## config.mk

```make
export PLATFORM = sky130hd
export DESIGN_NAME = kwm_ctrl
export DESIGN_NICKNAME = d
export VERILOG_FILES = /design/src/rtl/assert_macros.svh /design/src/rtl/kwm_pkg.sv /design/src/rtl/kwm_ctrl.sv
export SDC_FILE = /design/constraint.sdc
export NUM_CORES = 1
export LEC_CHECK = 0
export BUFFER_PORTS_ARGS = -buffer_cell sky130_fd_sc_hd__clkbuf_2
export CAP_MARGIN = 10
export CORE_AREA = 2 2 39 41
export DETAILED_ROUTE_END_ITERATION = 10
export DIE_AREA = 0 0 41 43
export PLACE_DENSITY = 0.76
export SLEW_MARGIN = 10
export SYNTH_ARGS = -nofsm -noshare
export SYNTH_HDL_FRONTEND = slang
export SYNTH_SLANG_ARGS = --single-unit
```

## constraint.sdc

```tcl
create_clock -name clock -period 1.55 [get_ports clock]
set_input_delay 0.155 -clock clock [delete_from_list [all_inputs] [get_ports clock]]
set_output_delay 0.155 -clock clock [all_outputs]
set_load 0.05 [all_outputs]
```

## src/rtl/assert_macros.svh

```systemverilog
// Assertion macros for the merge RTL (used by kwm_datapath).
// Depends on nothing; each user supplies clock and reset names.
`ifndef ASSERT_MACROS_SVH
`define ASSERT_MACROS_SVH
// same-cycle implication
`define CHK_IMPLY(lbl, clk, rst, a, c, msg) \
   lbl: assert property (@(posedge clk) disable iff (rst) (a) |-> (c)) else $error(msg);
// next-cycle implication
`define CHK_NEXT(lbl, clk, rst, a, c, msg) \
   lbl: assert property (@(posedge clk) disable iff (rst) (a) |=> (c)) else $error(msg);
`endif

```

## src/rtl/kwm_pkg.sv

```systemverilog
// Shared types and constants for the k-way merge block.
// Depends on nothing.
package kwm_pkg;
   localparam int NUM_LISTS  = 8;
   localparam int LIST_DEPTH = 256;
   localparam int LIST_W     = $clog2(NUM_LISTS);
   localparam int CNT_W      = $clog2(NUM_LISTS + 1);
   localparam int DEPTH_W    = $clog2(LIST_DEPTH);
   localparam int POS_W      = $clog2(LIST_DEPTH + 1);
   localparam int ADDR_W     = LIST_W + DEPTH_W;
   localparam int VAL_W      = 32;

   localparam logic [1:0] KIND_LOAD  = 2'd0;
   localparam logic [1:0] KIND_PULL  = 2'd1;
   localparam logic [1:0] KIND_CLEAR = 2'd2;

   typedef struct packed {
      logic [1:0]              kind;
      logic [2:0]              list_id;
      logic signed [VAL_W-1:0] value;
   } req_type;

   typedef struct packed {
      logic signed [VAL_W-1:0] merged_value;
      logic                    success;
      logic                    more;
      logic                    overflow;
   } rsp_type;

   // commands from controller to datapath
   typedef struct packed {
      logic capture;
      logic load;
      logic clear;
      logic build;
      logic build_next;
      logic sift;
      logic pop;
      logic refill;
      logic rsp_pull;
      logic rsp_empty;
   } cmd_type;

   // status from datapath to controller
   typedef struct packed {
      logic built;
      logic heap_empty;
      logic build_done;
      logic sift_done;
      logic exhausted;
   } stat_type;
endpackage

```

## src/rtl/kwm_ctrl.sv

```systemverilog
// Controller of the merge: sequences load, clear, heap build, pop and sift.
// Depends on kwm_pkg.
module kwm_ctrl (
   input  logic              clock,
   input  logic              reset,
   input  logic              start,
   input  logic [1:0]        req_kind,
   input  kwm_pkg::stat_type stat,
   output kwm_pkg::cmd_type  cmd,
   output logic              busy
);
   import kwm_pkg::*;

   typedef enum logic [3:0] {
      S_IDLE, S_LOAD, S_CLEAR, S_PULL, S_BUILD, S_BUILD_NEXT,
      S_SIFT_BUILD, S_POP, S_REFILL, S_SIFT_POP
   } state_type;

   state_type state_ff, state_in;
   logic      busy_ff;

   // next state and commands
   always_comb begin
      state_in = state_ff;
      cmd      = '0;
      unique case (state_ff)
         S_IDLE: begin
            if (start) begin
               cmd.capture = 1'b1;
               case (req_kind)
                  KIND_LOAD:  state_in = S_LOAD;
                  KIND_PULL:  state_in = S_PULL;
                  KIND_CLEAR: state_in = S_CLEAR;
                  default:    state_in = S_IDLE;
               endcase
            end
         end
         S_LOAD: begin
            cmd.load = 1'b1;
            state_in = S_IDLE;
         end
         S_CLEAR: begin
            cmd.clear = 1'b1;
            state_in  = S_IDLE;
         end
         S_PULL: begin
            state_in = stat.built ? S_POP : S_BUILD;
         end
         S_BUILD: begin
            cmd.build = 1'b1;
            state_in  = S_BUILD_NEXT;
         end
         S_BUILD_NEXT: begin
            if (stat.build_done) begin
               state_in = S_POP;
            end else begin
               cmd.build_next = 1'b1;
               state_in       = S_SIFT_BUILD;
            end
         end
         S_SIFT_BUILD: begin
            cmd.sift = 1'b1;
            if (stat.sift_done) begin
               state_in = S_BUILD_NEXT;
            end
         end
         S_POP: begin
            if (stat.heap_empty) begin
               cmd.rsp_empty = 1'b1;
               state_in      = S_IDLE;
            end else begin
               cmd.pop  = 1'b1;
               state_in = stat.exhausted ? S_SIFT_POP : S_REFILL;
            end
         end
         S_REFILL: begin
            cmd.refill = 1'b1;
            state_in   = S_SIFT_POP;
         end
         S_SIFT_POP: begin
            cmd.sift = 1'b1;
            if (stat.sift_done) begin
               cmd.rsp_pull = 1'b1;
               state_in     = S_IDLE;
            end
         end
         default: state_in = S_IDLE;
      endcase
   end

   // hold state and the busy flag
   always_ff @(posedge clock) begin
      if (reset) begin
         state_ff <= S_IDLE;
         busy_ff  <= 1'b0;
      end else begin
         state_ff <= state_in;
         busy_ff  <= state_in != S_IDLE;
      end
   end

   assign busy = busy_ff;
endmodule

```

## After elaboration in Yosys (flattened, before gate mapping)

Cells that the tools add are included.

- Bits in latches: 0
- Memories kept: 0
- Input bits: 10
- Memory bits (read-only): 0
- Output and inout bits: 11
- Register bits: 5
- Bits in writable memories: 0
- Word-level logic and storage cells: 41

- Add/subtract/negate cells: 0
- Reductions and logical operators: 4
- Shifts and indexed selects: 0
- Multiplexer cells: 24
- Order comparisons: 0
- Eq/ne operators: 11
- Multiply operators: 0
- Bitwise gates (word level): 0
- Div/mod/pow operators: 0

Operators with widths:

| cell | number |
|---|---|
| $pmux 4 s8 | 1 |
| $mux 1 | 17 |
| $eq 4x3->1 const B | 4 |
| $mux 4 | 4 |
| $eq 4x2->1 const B | 2 |
| $eq 4x4->1 const B | 2 |
| $pmux 2 s3 | 1 |
| $eq 4x1->1 const B | 1 |
| $logic_not 4->1 | 1 |
| $reduce_bool 4->1 | 1 |
| $eq 2x1->1 const B | 1 |
| $eq 2x2->1 const B | 1 |
| $logic_not 2->1 | 1 |
| $mux 2 | 1 |
| $reduce_or 2->1 | 1 |

## Longest topological paths before layout

Gate-level depths: netlist of run 1.

- Word-level depth: 5
- Depth in mapped cells: 6
- Depth with buffers taken out: 6

## Worst setup path after synthesis of run 1

OpenSTA, ideal clock, no wires.

- Path type: register -> output
- Start point: reg state_ff[0]
- End point: out cmd[1] (netlist name)
- Path buffers: 1
- Required time: 1.395 ns
- Stages on the path, launching flop included: 4
- Data arrival time: 1.830 ns
- Slack: -0.435 ns
- Cell sequence: dfxtp_1 -> clkbuf_1 -> nand2b_1 -> nor3_1

RTL lines:

| what | line | source |
|---|---|---|
| start: declaration | kwm_ctrl.sv:19 | `state_type state_ff, state_in;` |
| start signal: assignment | kwm_ctrl.sv:97 | `state_ff <= state_in;` |
| end: declaration | kwm_ctrl.sv:9 | `output kwm_pkg::cmd_type cmd,` |

==> results of run 1 <==
-- what timing repair did --
action,CTS,global route
setup endpoints to repair,7,8
pin swaps,0,1
gates resized for setup,14,11
-- cell type report --
class                      count  area [sq um]
fill                         139           627
multi-input combinational     50           402
timing repair buffer          25           176
sequential                     5           106
clock buffer                   4          26.3
inverter                       7          26.3
tap                           16          20.0
-- flip-flops by register name, indices dropped and copies added, names as in the netlist --
name / cells
busy: 1
state_ff: 4
-- power by group through the flow --
| stage | registers, mW | clock network (mW) | logic, mW |
|---|---|---|---|
| after global placement | 0.150 | 0 | 0.171 |
| final | 0.148 | 0.147 | 0.192 |
| after global routing | 0.149 | 0.168 | 0.205 |
| after CTS | 0.149 | 0.156 | 0.186 |
| after detailed placement | 0.150 | 0 | 0.174 |
| after floorplan | 0.161 | 0 | 0.111 |
-- worst max path at each step --
stage	end
5_1_grt	cmd[9]
3_5_place_dp	busy
4_1_cts	cmd[9]
2_1_floorplan	cmd[6]
6_report	cmd[9]
3_3_place_gp	busy
-- kinds of logic after synthesis --
logic type,after synthesis
compound gates,14
xor+xnor,1
fa+ha+maj,3
buf+inv,10
flops,5
simple gates,32
-- layer usage --
layer	vias to the layer above	track usage [%]	wire length [microns]
li1	284	-	-
met1	281	21.7	547
met2	14	26.9	662
met3	2	1.57	40
met4	0	10.0	8
met5	-	0	0
-- critical path: stages, from the launching register on --
cell	delay (ns)
dfxtp_4	0.36
or4_4	0.57
nor2_4	0.12
buf_8	0.15
-- layout by cell type (no fill, tap or decap), types with 2 or more instances in the layout --
master    Yosys  final
clkbuf_2      0     11
clkbuf_4      0      8
inv_1         7      7
nor2_1        8      6
a21oi_1       5      5
buf_4         0      5
nor3_2        0      4
nand2_1       4      4
nand2b_1      4      3
nand3b_1      3      3
ha_1          3      3
dfxtp_1       5      2
buf_8         0      2
dfxtp_2       0      2
-- stage by stage --
stage | utilization [%] | area [sq um]
6_report | 54.7 | 757
5_1_grt | 54.7 | 757
4_1_cts | 53.3 | 738
3_5_place_dp | 48.2 | 667
3_3_place_gp | 48.2 | 667
2_1_floorplan | - | 522
==> metrics.md, run 1 <==
| Metric | Value |
|---|---|
| Net load switching power | `0.176 mW` |
| CP Class | `flip-flop to output port` |
| Synth Area in Simple Gates | `38.9%` |
| Nets | `105` |
| CTS tree | `yes` |
| Initial Utilization | `between 30% and 40%` |
| Synth top area share | `between 20% and 30%` |
| Core area | `approximately 0.0014 sq mm` |
| Most frequent cell after synthesis | `nor2_1` |
| CTS clk-pin slew, worst paths | `roughly 0.040 ns` |
| Netlist cell types | `28` |
| Min Clock Period, post-route | `1.59 ns` |
| Synth top area cells | `dfxtp_1 (21%), ha_1 (7.7%), nor3_1 (6.2%)` |
| Setup bufs post-CTS | `0` |
| Synth top cells by count | `nor2_1 (8), inv_1 (7), nor3_1 (6)` |
| Total routed wirelength | `1260 microns` |
| Power share of the clock group | `a little under a third` |
| Int Power | `0.310 mW` |
| Pwr dens | `~640 mW/mm^2` |
| All-Layer GR Usage | `17.2%` |
| TritonRoute pass-1 iters | `4` |
| Total die area | `~0.0018 sq mm` |
| Post-Synth XOR/XNOR Area | `1.80%` |
| Final ANT Viol Nets | `0` |
| Post-synthesis average cell area | `7.47 sq um` |
| RR Endpoint | `busy` |
| WL per Instance | `11.8 microns` |
| Worst Hold Launch | `reset` |
| Clock Skew | `0.00168 ns` |
| Crit end category | `output port` |
| Crit Reg-Reg Startpoint | `state_ff[2]` |
| H-Tree Depth | `1` |
| Yosys top cell by area | `dfxtp_1` |
| Die Y | `43 microns` |
| # IOs | `21` |
| Hold WS | `0.0738 ns` |
| Port Buf Inserts | `20` |
| Combinational share of power | `39.4%` |
| Fin Setup TNS | `-0.0389 ns` |
| 1st-iter DRT viols | `20` |
| RSZ-0062 raised after global routing | `true` |
| Synthesis warning total | `0` |
| DRC viols | `0` |
| Vias in the first global route | `515` |
| DR vias/cell | `5.43` |
| Gr ovfl total | `0` |
| Reg2Reg Depth | `4` |
| Syn nets | `78` |
| Clock latency at the later pin of the worst-skew pair | `0.24 ns` |
| Final worst-path cycle share | `103%` |
| Switching share of total power | `a little over a third` |
| DP Worst Slack | `0.0475 ns` |
| Crit. Startpoint | `state_ff[2]` |
| Worst Tran Pin Value | `between 0.3 and 0.4 ns` |
| CTS Buf Count | `3` |
| Non-Filler Instances | `107` |
| Asr flop ratio synth | `0%` |
| CTS Buffer Depth | `2` |
| Failing checks | `negative setup slack` |
| Power Total | `0.486 mW` |
| Seq pwr share | `30.3%` |
| Post-synthesis compound-gate area fraction | `between 20% and 30%` |
| Max_cap viols | `0` |
| Leak Pwr | `0.335 nW` |
| #FFs+latches synth | `5` |
| Crit path launch type | `flip-flop` |
| Data arrival, critical path | `approximately 1.4 ns` |
| Seq/Total Area, Yosys | `20.6%` |
| Setup violators final | `1` |
| Antenna diodes | `0` |
| Post-synth top flop | `dfxtp_1` |
| CTS Hold Buffers Added | `0` |
| Relative slew slack | `75.6%` |
| Hold depth | `2` |
| Status | `finished, violations left` |
| Clk sinks | `5` |
| First-pass GRT wire length | `~2100 microns` |
| Rows | `14` |
| Hold EP | `state_ff[2]` |
| Largest net degree at the start of global routing | `10` |
| Die W | `~41 microns` |
| Maximum clock frequency | `629 MHz` |
| Mux contribution to synthesized area | `0%` |
| Cell chosen for the clock root | `clkbuf_4` |
| EDFF count, synth | `0` |
| Synth-to-Final Area Change | `55.9%` |
| Synth Area in Adders | `under 10%` |
| Initial antenna violation count | `0` |
| Routability-driven placement congestion ratio | `0.801` |
| Worst-path maximum fanout | `8` |
| Worst Hold Class | `input port to flip-flop` |
| Mapped cell area | `485 sq um` |
| Worst path required time | `1.39 ns` |
| Fin. Hold Viols | `0` |
| Max IR drop VDD | `about 0.52 mV` |
| Layout cell share with drive strength beyond 1 | `approximately 48%` |
| Vias | `581` |
| Post-DP HPWL | `997 microns` |
| Inst Count DP | `~100` |
| Syn Inst Count | `65` |
| Pins over their slew limit | `0` |
| Reg-to-reg slack, setup | `0.05 ns` |
| Largest family of logic cells by synthesized area | `simple AND/OR/NAND/NOR gates` |
| Worst Slack Setup Final | `-0.0389 ns` |
Power figures use the tool's default switching activity.
==> run 2: changes to the inputs <==
--- a/config.mk
+++ b/config.mk
@@ -10,8 +10,8 @@
 export CORE_AREA = 2 2 39 41
 export DETAILED_ROUTE_END_ITERATION = 10
 export DIE_AREA = 0 0 41 43
-export PLACE_DENSITY = 0.76
-export SLEW_MARGIN = 10
+export PLACE_DENSITY_LB_ADDON = 0.12
+export SLEW_MARGIN = 15
 export SYNTH_ARGS = -nofsm -noshare
 export SYNTH_HDL_FRONTEND = slang
 export SYNTH_SLANG_ARGS = --single-unit
==> run 2 against run 1 <==
  * The run still ends with negative setup slack left
  * Critical path depth unchanged
  * Power increased by 3.1%
  * Die area unchanged
  * Worst setup slack improved by 0.016 ns
  * Clock skew decreased by 0.0011 ns
  * Fmax increased by 1.0%
  * Worst hold slack improved by 0.0022 ns
  * Flip-flop and latch count unchanged
  * Cell count increased by 4.7%
  * Non-clock buffer count increased by 5
  * Routed wire length increased by 0.87%
  * Critical path type unchanged
  * Largest power group unchanged
  * Highest routed layer unchanged
==> metrics.md, run 2 (synthesis gave the netlist of run 1 again) <==
| Metric | Value |
|---|---|
| Crit end category | `output port` |
| Worst Slack Setup Final | `-0.0226 ns (+0.0163 ns)` |
| Crit Reg-Reg Startpoint | `state_ff[1]` |
| Fill count | `130 (-6.5%)` |
| TritonRoute pass-1 iters | `4 (unchanged)` |
| Reg-to-reg slack, setup | `-0.01 ns (-0.06 ns)` |
| Vias in the first global route | `526 (+2.1%)` |
| Top reg by flops | `state_ff` |
| Die W | `41 microns (unchanged)` |
| Reg area | `110 sq um (+3.5%)` |
| RSZ-0062 raised after global routing | `true` |
| Total die area | `0.00176 sq mm (unchanged)` |
| Leak Pwr | `0.371 nW (+11%)` |
| Family with the most delay on the worst path | `simple AND/OR/NAND/NOR gates` |
| CP Class | `flip-flop to output port` |
| Synth-to-Final Area Change | `70.1%` |
| Port Buf Inserts | `20 (unchanged)` |
| Reg2Reg Depth | `5 (+1)` |
| Clock latency at the later pin of the worst-skew pair | `0.23 ns (about the same)` |
| Hold WS | `0.0761 ns (+0.00225 ns)` |
| Die Y | `43 microns (unchanged)` |
| Initial antenna violation count | `0 (unchanged)` |
| Most common cell after layout, fill and taps aside | `clkbuf_2` |
| Crit path launch type | `flip-flop` |
| Final worst-path cycle share | `101% (-1.0 points)` |
| CTS tree | `yes` |
| Setup violators final | `2 (+1)` |
| Vias | `596 (+2.6%)` |
| Slowest-stage cell, CP | `or4_4` |
| CTS Buf Count | `3 (unchanged)` |
| Worst Hold Launch | `reset` |
| Inst Count DP | `103 (unchanged)` |
| Nets | `110 (+4.8%)` |
| Rows | `14 (unchanged)` |
| Failing checks | `negative setup slack` |
| Worst-path maximum fanout | `6 (-2)` |
| Worst Tran Pin Value | `0.447 ns (+0.0825 ns)` |
| Crit path cell chain | `or4_4 -> nor2_4 -> buf_8` |
| H-Tree Depth | `1 (unchanged)` |
| DRC viols | `0 (unchanged)` |
| Clk sinks | `5 (unchanged)` |
| Fin. Hold Viols | `0 (unchanged)` |
| Maximum clock frequency | `636 MHz (+1.0%)` |
| Post-DP HPWL | `924 microns (-7.3%)` |
| DR vias/cell | `5.32 (-2.0%)` |
| WL per Instance | `11.3 microns (-3.6%)` |
| Final ANT Viol Nets | `0 (unchanged)` |
| Cell chosen for the clock root | `clkbuf_4` |
| Gr ovfl total | `0 (unchanged)` |
| CP bufs+invs | `1 (unchanged)` |
| Most frequent cells in the layout | `clkbuf_2 (12), buf_4 (11), inv_1 (7), nor2_1 (6)` |
| Worst path required time | `1.39 ns (about the same)` |
| Hold EP | `state_ff[2]` |
| Slowest stage delay, CP | `0.57 ns (about the same)` |
| Total routed wirelength | `1270 microns (+0.87%)` |
| Core area | `0.00138 sq mm (unchanged)` |
| Status | `finished, violations left` |
| CTS Buffer Depth | `2 (unchanged)` |
| First-pass GRT wire length | `1970 microns (-5.0%)` |
| Max IR drop VDD | `0.651 mV (+24%)` |
| All-Layer GR Usage | `15.5% (-1.7 points)` |
| Multi-input logic area | `422 sq um (+5.0%)` |
| Largest net degree at the start of global routing | `10 (unchanged)` |
| Non-Filler Instances | `112 (+4.7%)` |
| Worst Hold Class | `input port to flip-flop` |
| Number of flip-flops in the largest register | `4 (unchanged)` |
| Relative slew slack | `69.9% (-5.7 points)` |
| Power Total | `0.501 mW (+3.1%)` |
| Data arrival, critical path | `1.42 ns (about the same)` |
| Hold depth | `2 (unchanged)` |
| Pins over their slew limit | `0 (unchanged)` |
| Max_cap viols | `0 (unchanged)` |
| # IOs | `21 (unchanged)` |
| Antenna diodes | `0 (unchanged)` |
| Layout cell share with drive strength beyond 1 | `54.2% (+5.8 points)` |
| Min Clock Period, post-route | `1.57 ns (-0.0163 ns)` |
| CTS Hold Buffers Added | `0 (unchanged)` |
| CTS clk-pin slew, worst paths | `0.04 ns (about the same)` |
| RR Endpoint | `busy` |
| Fin Setup TNS | `-0.0347 ns (+0.00419 ns)` |
| Clock Skew | `0.000594 ns (-0.00108 ns)` |
| Initial Utilization | `35.1% (unchanged)` |
| Pwr dens | `607 mW/mm^2 (-5.5%)` |
| 1st-iter DRT viols | `8 (-60%)` |
| Post-layout util | `59.7% (+5.0 points)` |
| Routability-driven placement congestion ratio | `0.811 (+1.3%)` |
run 2: repair_timing:
action	in CTS	in global routing
endpoints found under the hold margin	0	0
pin swaps	3	5
endpoints found under the setup margin	8	10
gates resized for setup	16	16
cloned	0	0
buffers inserted	3	2
run 2: through the flow:
stage                     setup slack, ns  area (sq um)
after detailed placement           0.0372           667
after CTS                         -0.0597           763
final                             -0.0226           826
after global placement             0.0545           667
after global routing              -0.0759           826
after floorplan                    -0.263           522
run 2: layout make-up:
| cell class | count | area share (%) |
|---|---|---|
| multi-input combinational | 50 | 51.1 |
| sequential | 5 | 13.3 |
| tap | 16 | 2.42 |
| timing repair buffer | 30 | 26.8 |
| clock buffer | 4 | 3.18 |
| inverter | 7 | 3.18 |
run 2: worst register-to-register path, cell delays in order, from the launching register on:
cell       delay (ns)
dfxtp_4          0.35
or4_4            0.57
buf_6            0.14
nor4_4           0.18
a2111oi_4        0.07
a41oi_2          0.18
run 2: worst max path at each step:
stage           startpoint     end  slack [ns]  depth (start not counted)
2_1_floorplan  state_ff[3]  cmd[6]       -0.26                          2
3_3_place_gp   state_ff[2]    busy        0.05                          4
3_5_place_dp   state_ff[2]    busy        0.04                          4
4_1_cts        state_ff[3]  cmd[9]       -0.06                          3
5_1_grt        state_ff[2]    busy       -0.08                          5
6_report       state_ff[1]  cmd[9]       -0.02                          3
run 2: metal layers:
| metal | track usage [%] | share of wire [%] |
|---|---|---|
| met5 | 0 | 0 |
| met4 | 0 | 0.63 |
| met3 | 4.71 | 6.1 |
| met2 | 25.3 | 50 |
| met1 | 20.6 | 43 |
run 2: where the power goes:
group / switching, mW / total (mW) / leakage, nW / internal [mW]
combinational: 0.119 / 0.207 / 0.313 / 0.0873
clock: 0.0504 / 0.148 / 0.0150 / 0.0971
sequential: 0.00985 / 0.147 / 0.0432 / 0.137
==> run 3: changes to the inputs <==
--- a/config.mk
+++ b/config.mk
@@ -5,11 +5,11 @@
 export SDC_FILE = /design/constraint.sdc
 export NUM_CORES = 1
 export LEC_CHECK = 0
-export BUFFER_PORTS_ARGS = -buffer_cell sky130_fd_sc_hd__clkbuf_2
 export CAP_MARGIN = 10
 export CORE_AREA = 2 2 39 41
 export DETAILED_ROUTE_END_ITERATION = 10
 export DIE_AREA = 0 0 41 43
+export DONT_BUFFER_PORTS = 1
 export PLACE_DENSITY_LB_ADDON = 0.12
 export SLEW_MARGIN = 15
 export SYNTH_ARGS = -nofsm -noshare
==> run 3 against run 2 <==
  * The run still ends with negative setup slack left
  * Critical path depth unchanged
  * Cell count decreased by 12%
  * Routed wire length about the same
  * Clock skew increased by 0.0041 ns
  * Largest cell class unchanged
==> metrics.md, run 3 (synthesis gave the netlist of run 1 again) <==
| Metric | Value |
|---|---|
| Inst Count DP | `92 (-11%)` |
| Reg2Reg Depth | `4 (-1)` |
| Crit end category | `output port` |
| CP bufs+invs | `1 (unchanged)` |
| Family with the most delay on the worst path | `simple AND/OR/NAND/NOR gates` |
| Synth-to-Final Area Change | `58.5%` |
| Most frequent cells in the layout | `buf_4 (10), inv_1 (7), nor2_1 (6), a21oi_1 (5)` |
| Worst Tran Pin Value | `0.480 ns (+0.0328 ns)` |
| Maximum clock frequency | `636 MHz (about the same)` |
| First-pass GRT wire length | `1960 microns (-0.36%)` |
| Max_cap viols | `0 (unchanged)` |
| Multi-input logic area | `415 sq um (-1.5%)` |
| Fill count | `142 (+9.2%)` |
| Total routed wirelength | `1270 microns (about the same)` |
| Fin. Hold Viols | `0 (unchanged)` |
| # IOs | `21 (unchanged)` |
| Number of flip-flops in the largest register | `4 (unchanged)` |
| Initial Utilization | `35.1% (unchanged)` |
| Hold depth | `2 (unchanged)` |
| Hold WS | `0.143 ns (+0.0672 ns)` |
| Relative slew slack | `67.9% (-2.0 points)` |
| Final worst-path cycle share | `102% (about the same)` |
| All-Layer GR Usage | `16.3% (+0.80 points)` |
| Clock Skew | `0.00467 ns (+0.00407 ns)` |
| Port Buf Inserts | `0 (-100%)` |
| Pins over their slew limit | `0 (unchanged)` |
| Crit path cell chain | `or4_4 -> nor2_4 -> buf_12` |
| Placed standard-cell area | `659 sq um (-1.1%)` |
| Data arrival, critical path | `1.42 ns (about the same)` |
| CTS tree | `yes` |
| Die W | `41 microns (unchanged)` |
| RSZ-0062 raised after global routing | `true` |
| Status | `finished, violations left` |
| Failing checks | `negative setup slack` |
| Clock latency at the later pin of the worst-skew pair | `0.24 ns (about the same)` |
| Layout cell share with drive strength beyond 1 | `43.4% (-11 points)` |
| Max IR drop VDD | `0.504 mV (-23%)` |
| Reg area | `104 sq um (-5.7%)` |
| Setup violators final | `2 (unchanged)` |
| Hold EP | `state_ff[0]` |
| Initial antenna violation count | `0 (unchanged)` |
| Clk sinks | `5 (unchanged)` |
| Worst Hold Launch | `stat[0]` |
| RR Endpoint | `busy` |
| Final ANT Viol Nets | `0 (unchanged)` |
| Vias in the first global route | `488 (-7.2%)` |
| Crit Reg-Reg Startpoint | `state_ff[3]` |
| Min Clock Period, post-route | `1.57 ns (+0.000768 ns)` |
| Vias | `545 (-8.6%)` |
| CTS Buf Count | `3 (unchanged)` |
| Largest net degree at the start of global routing | `14 (+4)` |
| Cell chosen for the clock root | `clkbuf_4` |
| CP Class | `flip-flop to output port` |
| Total die area | `0.00176 sq mm (unchanged)` |
| Non-Filler Instances | `99 (-12%)` |
| Worst-path maximum fanout | `4 (-2)` |
| Routability-driven placement congestion ratio | `0.824 (+1.6%)` |
| Top reg by flops | `state_ff` |
| Worst Slack Setup Final | `-0.0234 ns (-0.000767 ns)` |
| TritonRoute pass-1 iters | `6 (+2)` |
| Worst Hold Class | `input port to flip-flop` |
| Most common cell after layout, fill and taps aside | `buf_4` |
| CTS clk-pin slew, worst paths | `0.05 ns (about the same)` |
| Reg-to-reg slack, setup | `0.08 ns (+0.09 ns)` |
| Post-DP HPWL | `981 microns (+6.2%)` |
| Nets | `97 (-12%)` |
| WL per Instance | `12.8 microns (+13%)` |
| Crit path launch type | `flip-flop` |
| DRC viols | `0 (unchanged)` |
| Finished Cell Area | `769 sq um (-6.8%)` |
| CTS Buffer Depth | `2 (unchanged)` |
| Power Total | `0.476 mW (-5.1%)` |
| Slowest stage delay, CP | `0.58 ns (about the same)` |
| Antenna diodes | `0 (unchanged)` |
| Die Y | `43 microns (unchanged)` |
| Pwr dens | `618 mW/mm^2 (+1.8%)` |
| Gr ovfl total | `0 (unchanged)` |
| Worst path required time | `1.39 ns (about the same)` |
| Slowest-stage cell, CP | `or4_4` |
| H-Tree Depth | `1 (unchanged)` |
| 1st-iter DRT viols | `5 (-3)` |
| DR vias/cell | `5.51 (+3.5%)` |
| Leak Pwr | `0.327 nW (-12%)` |
| DP Worst Slack | `0.0799 ns (+0.0427 ns)` |
| Core area | `0.00138 sq mm (unchanged)` |
| Rows | `14 (unchanged)` |
==> run 3: changes by cell type in the layout (fill, tap and decap cells not counted), moves of 2 or more <==
cell      previous run  this run
buf_12               0         2
clkbuf_2            12         0
dfxtp_4              2         0
clkbuf_4             5         3
nand2b_2             2         0
==> run 3: metrics by stage <==
step	TNS, ns	util (%)
after floorplan	-0.733	-
after global placement	0	47.6
after detailed placement	0	47.6
after CTS	-0.0674	52.2
after global routing	-0.170	55.6
final	-0.0300	55.6
==> run 3: area by class of cell <==
type,count,area share [%]
repair buffers,17,23.1
clock buffers,4,3.41
inverters,7,3.41
well taps,16,2.60
multi-input cells,50,54.0
flip-flops and latches,5,13.5
==> run 3: metal layers <==
metal,share of wire (%),GRT usage (%)
met1,43,19.9
met2,51,25.3
met3,6.0,8.38
met4,0,2.00
met5,0,0
==> run 3: power breakdown <==
group / internal, mW / switching (mW)
clock network: 0.0973 / 0.0535
logic: 0.0691 / 0.0931
registers: 0.139 / 0.0241
total: 0.305 / 0.171
==> run 3: worst max-delay path by stage <==
stage	endpoint	slack, ns	from	cells after the start
floorplan	cmd[6]	-0.26	state_ff[3]	2
global route	cmd[9]	-0.08	state_ff[3]	3
global placement	busy	0.09	state_ff[0]	4
finish	cmd[9]	-0.02	state_ff[3]	3
CTS	cmd[9]	-0.03	state_ff[3]	3
detailed placement	busy	0.08	state_ff[2]	5
==> run 3: what timing repair did <==
item	4_1_cts	5_1_grt
resized for setup	8	8
hold buffers	1	0
endpoints found under the setup margin	6	9
pin swaps	1	1
setup buffers	0	2
endpoints found under the hold margin	1	0
